--- src/rtl/core/gepc_pkg.sv ---
// Shared types and constants for the grid exit path counter.
// Depends on nothing; used by every module of the block.
`default_nettype none

package gepc_pkg;

  localparam int unsigned COUNT_W = 30;
  localparam int unsigned FIELD_W = 7;
  localparam int unsigned START_W = 6;

  localparam logic [COUNT_W-1:0] PATH_MOD = COUNT_W'(1000000007);

  // One neighbor term travelling from the read issue to the accumulator.
  typedef struct packed {
    logic valid;
    logic first;
    logic last;
    logic outside;
    logic sel;
  } gepc_tag_t;

endpackage

`default_nettype wire

--- src/rtl/core/gepc_accum.sv ---
// Modular accumulator: sums the four neighbor terms of a cell mod 1e9+7.
// Depends on gepc_pkg for the tag type and the modulus.
`default_nettype none

module gepc_accum import gepc_pkg::*; (
  input  wire logic               clk_i,
  input  wire logic               rst_ni,
  input  wire gepc_tag_t          tag_i,
  input  wire logic [COUNT_W-1:0] rdata_i,
  output      logic               wr_en_o,
  output      logic [COUNT_W-1:0] wr_data_o
);

  logic [COUNT_W-1:0] acc_q;
  logic [COUNT_W-1:0] term;
  logic [COUNT_W-1:0] base;
  logic [COUNT_W:0]   sum_raw;
  logic [COUNT_W-1:0] sum_mod;

  always_comb begin
    term    = tag_i.outside ? COUNT_W'(1) : rdata_i;
    base    = tag_i.first ? '0 : acc_q;
    sum_raw = {1'b0, base} + {1'b0, term};
    if (sum_raw >= {1'b0, PATH_MOD}) begin
      sum_raw = sum_raw - {1'b0, PATH_MOD};
    end
    sum_mod = sum_raw[COUNT_W-1:0];
  end

  always_ff @(posedge clk_i) begin
    if (tag_i.valid) begin
      acc_q <= sum_mod;
    end
  end

  assign wr_en_o   = tag_i.valid && tag_i.last;
  assign wr_data_o = sum_mod;

`ifndef SYNTHESIS
  a_wr_in_range: assert property (@(posedge clk_i) disable iff (!rst_ni)
    wr_en_o |-> (wr_data_o < PATH_MOD))
    else $error("cell count out of range");

  a_terms_back_to_back: assert property (@(posedge clk_i) disable iff (!rst_ni)
    (tag_i.valid && !tag_i.first) |-> $past(tag_i.valid) && !$past(tag_i.last))
    else $error("neighbor terms of a cell not contiguous");

  a_first_after_last: assert property (@(posedge clk_i) disable iff (!rst_ni)
    (tag_i.valid && $past(tag_i.valid) && !$past(tag_i.last)) |-> !tag_i.first)
    else $error("cell restarted before its last term");
`endif

endmodule

`default_nettype wire

--- config.mk ---
export PLATFORM = sky130hd
export DESIGN_NAME = gepc_accum
export DESIGN_NICKNAME = d
export VERILOG_FILES = /design/src/rtl/core/gepc_pkg.sv /design/src/rtl/core/gepc_accum.sv
export SDC_FILE = /design/constraint.sdc
export NUM_CORES = 1
export LEC_CHECK = 0
export ABC_AREA = 0
export BUFFER_PORTS_ARGS = -buffer_cell sky130_fd_sc_hd__buf_2
export CAP_MARGIN = 20
export CELL_PAD_IN_SITES_DETAIL_PLACEMENT = 1
export CELL_PAD_IN_SITES_GLOBAL_PLACEMENT = 1
export CORE_UTILIZATION = 43
export CTS_CLUSTER_DIAMETER = 80
export DETAILED_ROUTE_END_ITERATION = 8
export PLACE_DENSITY_LB_ADDON = 0.08
export SLEW_MARGIN = 20
export SYNTH_ARGS = -nofsm -noshare
export SYNTH_HDL_FRONTEND = slang
export SYNTH_SLANG_ARGS = --single-unit
--- constraint.sdc ---
create_clock -name clk_i -period 7.15 [get_ports clk_i]
set_input_delay 1.43 -clock clk_i [delete_from_list [all_inputs] [get_ports clk_i]]
set_output_delay 1.43 -clock clk_i [all_outputs]
set_load 0.02 [all_outputs]
==> summary.md <==
| Metric | Value |
|---|---|
| Fmax | about 140 MHz |
| Die H | 102 um |
| CP startpoint kind | primary input |
| Top-count cell post-synth | nor2b_1 |
| Post-synthesis net count | 620 |
| Yosys reg bits | 30 |
| Core area | around 0.0098 mm^2 |
| DRC viols | 0 |
| Initial Utilization | 0.442 |
| Worst VDD drop | between 0.00008 and 0.00009 V |
| FP Rows | 36 |
| Most used cell, CP | o21ai_2 |
| Critical path class | in -> out |
| Root buffer cell | clkbuf_8 |
| Worst clock skew | 7.64 ps |
| Hold Vio Cnt, Final | 0 |
| Slowest CP cell | or4_1 |
| DRT Wirelength | 13.7 mm |
| Outcome | finished clean |
| Relative slew slack | 0.479 |
| Worst EP required | 5720 ps |
| CTS tree | done |
| Drt pass-1 iters | 4 |
| Worst-case hold slack | 964 ps |
| Die footprint | roughly 0.010 mm^2 |
| Netlist cell types | between 70 and 80 |
| Crit path max fanout | 26 |
| Syn Std Cell Area | 0.00432 mm^2 |
| Total grt overflow | 0 |
| Synth Area in Adders | 0.0944 |
| Worst slack, placed | 128 ps |
| Type of destination of the critical path | primary output |
| Crit path max-delay family | simple AND/OR/NAND/NOR gates |
| Worst Setup Slack, final | 228 ps |
| Non-filler instance count after layout | between 700 and 800 |
| Top Registers | acc_q (30) |
| Via Count | about 4400 |
| Crit-path cells | buf_2 > or2_2 > ha_1 > inv_1 > fa_1 > nand2b_2 > a21oi_2 > or4_1 > o21ai_2 > nand4_1 > a221oi_4 > o21ai_2 > a211oi_2 > o21ai_2 > buf_12 > buf_4 > nand2_1 > xnor2_1 > buf_2 |
| Layout cells sized above 1 | 0.199 |
| Sequential share of the synthesized area | 0.208 |
| First DRT Iteration DRCs | 171 |
| Top cells by area, synth | edfxtp_1 (21%), ha_1 (9.0%), nor2b_1 (8.3%), xnor2_1 (5.3%), a21oi_1 (4.2%) |
| Power Dens Cells | 193 mW/mm^2 |
| Worst Hold Class | reg -> reg |
| # diodes | 0 |
| Worst-skew pair later-pin latency | 300 ps |
| Worst Path Arrival | roughly 5500 ps |
| Compound-cell area share of the yosys netlist | 0.261 |
| Asr flop ratio synth | 0 |
| IO Pins | 68 |
| H-tree depth | 2 |
| Fraction of synthesized area in multiplexers | 0.0116 |
| I/O Buffers | 65 |
| XOR/XNOR share of the synthesized area | 0.0811 |
| Number of vias per cell | slightly below 6 |
| All-Layer GR Usage | 0.267 |
| Max cap viols | 0 |
| # nets final | around 700 |
| Biggest register | acc_q |
| Vias in the first global route | 4487 |
| Num CTS Buffers | 5 |
| First-pass GRT wire length | between 20 and 25 mm |
| Synth Area in Simple Gates | 0.300 |
| RSZ-0062 raised after global routing | no |
| Worst-margin pin slew | 782 ps |
| GP Congestion | 0.846 |
| Final setup fails | 0 |
| Main combinational cell family by area after synthesis | simple AND/OR/NAND/NOR gates |
| Synthesized area per cell | 7.84 um^2 |
| Post-synth EDFFs | 30 |
| Largest register FFs | 30 |
| Most common library cells after synthesis | nor2b_1 (57), nand2_1 (48), a21oi_1 (36) |
| Synth Instances | 551 |
| Power after layout | 0.970 mW |
| Initial antenna violation count | 0 |
| Clock Path Buffers | 2 |
| Clock Pin Slew Worst Setup and Hold Paths | around 70 ps |
| Final period util | 0.968 |
| CP peak stage delay | 550 ps |
| Synth warn | 0 |
| Slew Limit Fails | 0 |
| Fin Setup TNS | 0 ps |
| Routed Antenna Nets | 0 |
| Ys flop type | edfxtp_1 |
| Tmin final | 6920 ps |
| Cell taking the most area after synthesis | edfxtp_1 |
| P&R area growth vs syn | 16.1% |
| WL per Instance | 18.2 um |
| Largest net degree at the start of global routing | 32 |
| Die span in x | 102 um |
| Top cell type's share of synthesized area | 0.208 |
| CTS Sinks | 30 |
| Pleak | 2.03 nW |
| CP bufs+invs | 5 |
| Post-Place Cells | 743 |
| Dpl hpwl | 10.8 mm |
==> placed cells by master, fill, tap and decap left out, types with 5 or more instances in the layout <==
cell type,count
a211oi_1,14
a21o_1,13
a21oi_1,32
a21oi_2,7
and2_1,9
and3_1,8
buf_2,65
buf_4,23
clkbuf_8,5
edfxtp_1,30
ha_1,31
inv_1,13
mux2i_1,5
nand2_1,48
nand2b_1,9
nand3_1,21
nand4_1,11
nor2_1,30
nor2b_1,57
nor3_1,14
o211ai_1,8
o21a_1,9
o21ai_0,22
o21ai_1,15
or3_1,5
xnor2_1,26
xor2_1,14
==> final timing paths <==
kind / start / to / slack (ps) / cells past startpoint
max: tag_i[1] / wr_data_o[2] / 230 / 19
min: acc_q[0] / acc_q[0] / 960 / 3
max reg2reg: acc_q[0] / acc_q[28] / 2900 / 17
min reg2reg: acc_q[0] / acc_q[0] / 960 / 3
==> worst min-delay path: cells and delay by family, from the launching register on <==
family,cells,cell delay [ps]
xor+xnor,1,90
fa+ha+maj,1,210
flops,1,320
simple gates,1,170
==> through the flow <==
step	area (um^2)	util
after floorplan	4320	-
after global placement	4860	0.497
after detailed placement	4860	0.497
after CTS	4940	0.505
after global routing	5020	0.513
final	5020	0.513
==> cells by family after synthesis <==
logic type | count (synthesis)
AND/OR/NAND/NOR | 236
multiplexers | 5
XOR/XNOR | 40
buffers and inverters | 42
AO/OA/AOI/OAI | 166
adder cells (fa/ha/maj) | 32
flip-flops | 30
==> where the power goes <==
| group | switching (mW) | leakage [nW] | internal, mW |
|---|---|---|---|
| clock network | 0.0749 | 0.0383 | 0.0672 |
| logic | 0.367 | 1.69 | 0.219 |
| registers | 0.00574 | 0.300 | 0.236 |
| total | 0.448 | 2.03 | 0.522 |
==> routing by layer <==
metal	part of all wire	global-route usage
met5	0	0
met4	0.0072	0.0516
met3	0.042	0.0315
met2	0.47	0.463
met1	0.48	0.359
==> timing repair <==
action | in CTS | in global routing
buffers inserted | 0 | 1
hold buffers | 0 | 0
endpoints found under the setup margin | 0 | 29
gates resized for setup | 0 | 12
==> area by class of cell <==
class	instances	area, um^2
fill	1276	4760
clock buffer	7	76.3
inverter	13	48.8
tap	133	166
multi-input combinational	480	3310
sequential	30	901
timing repair buffer	89	518
(Power assumes the default switching activity.)
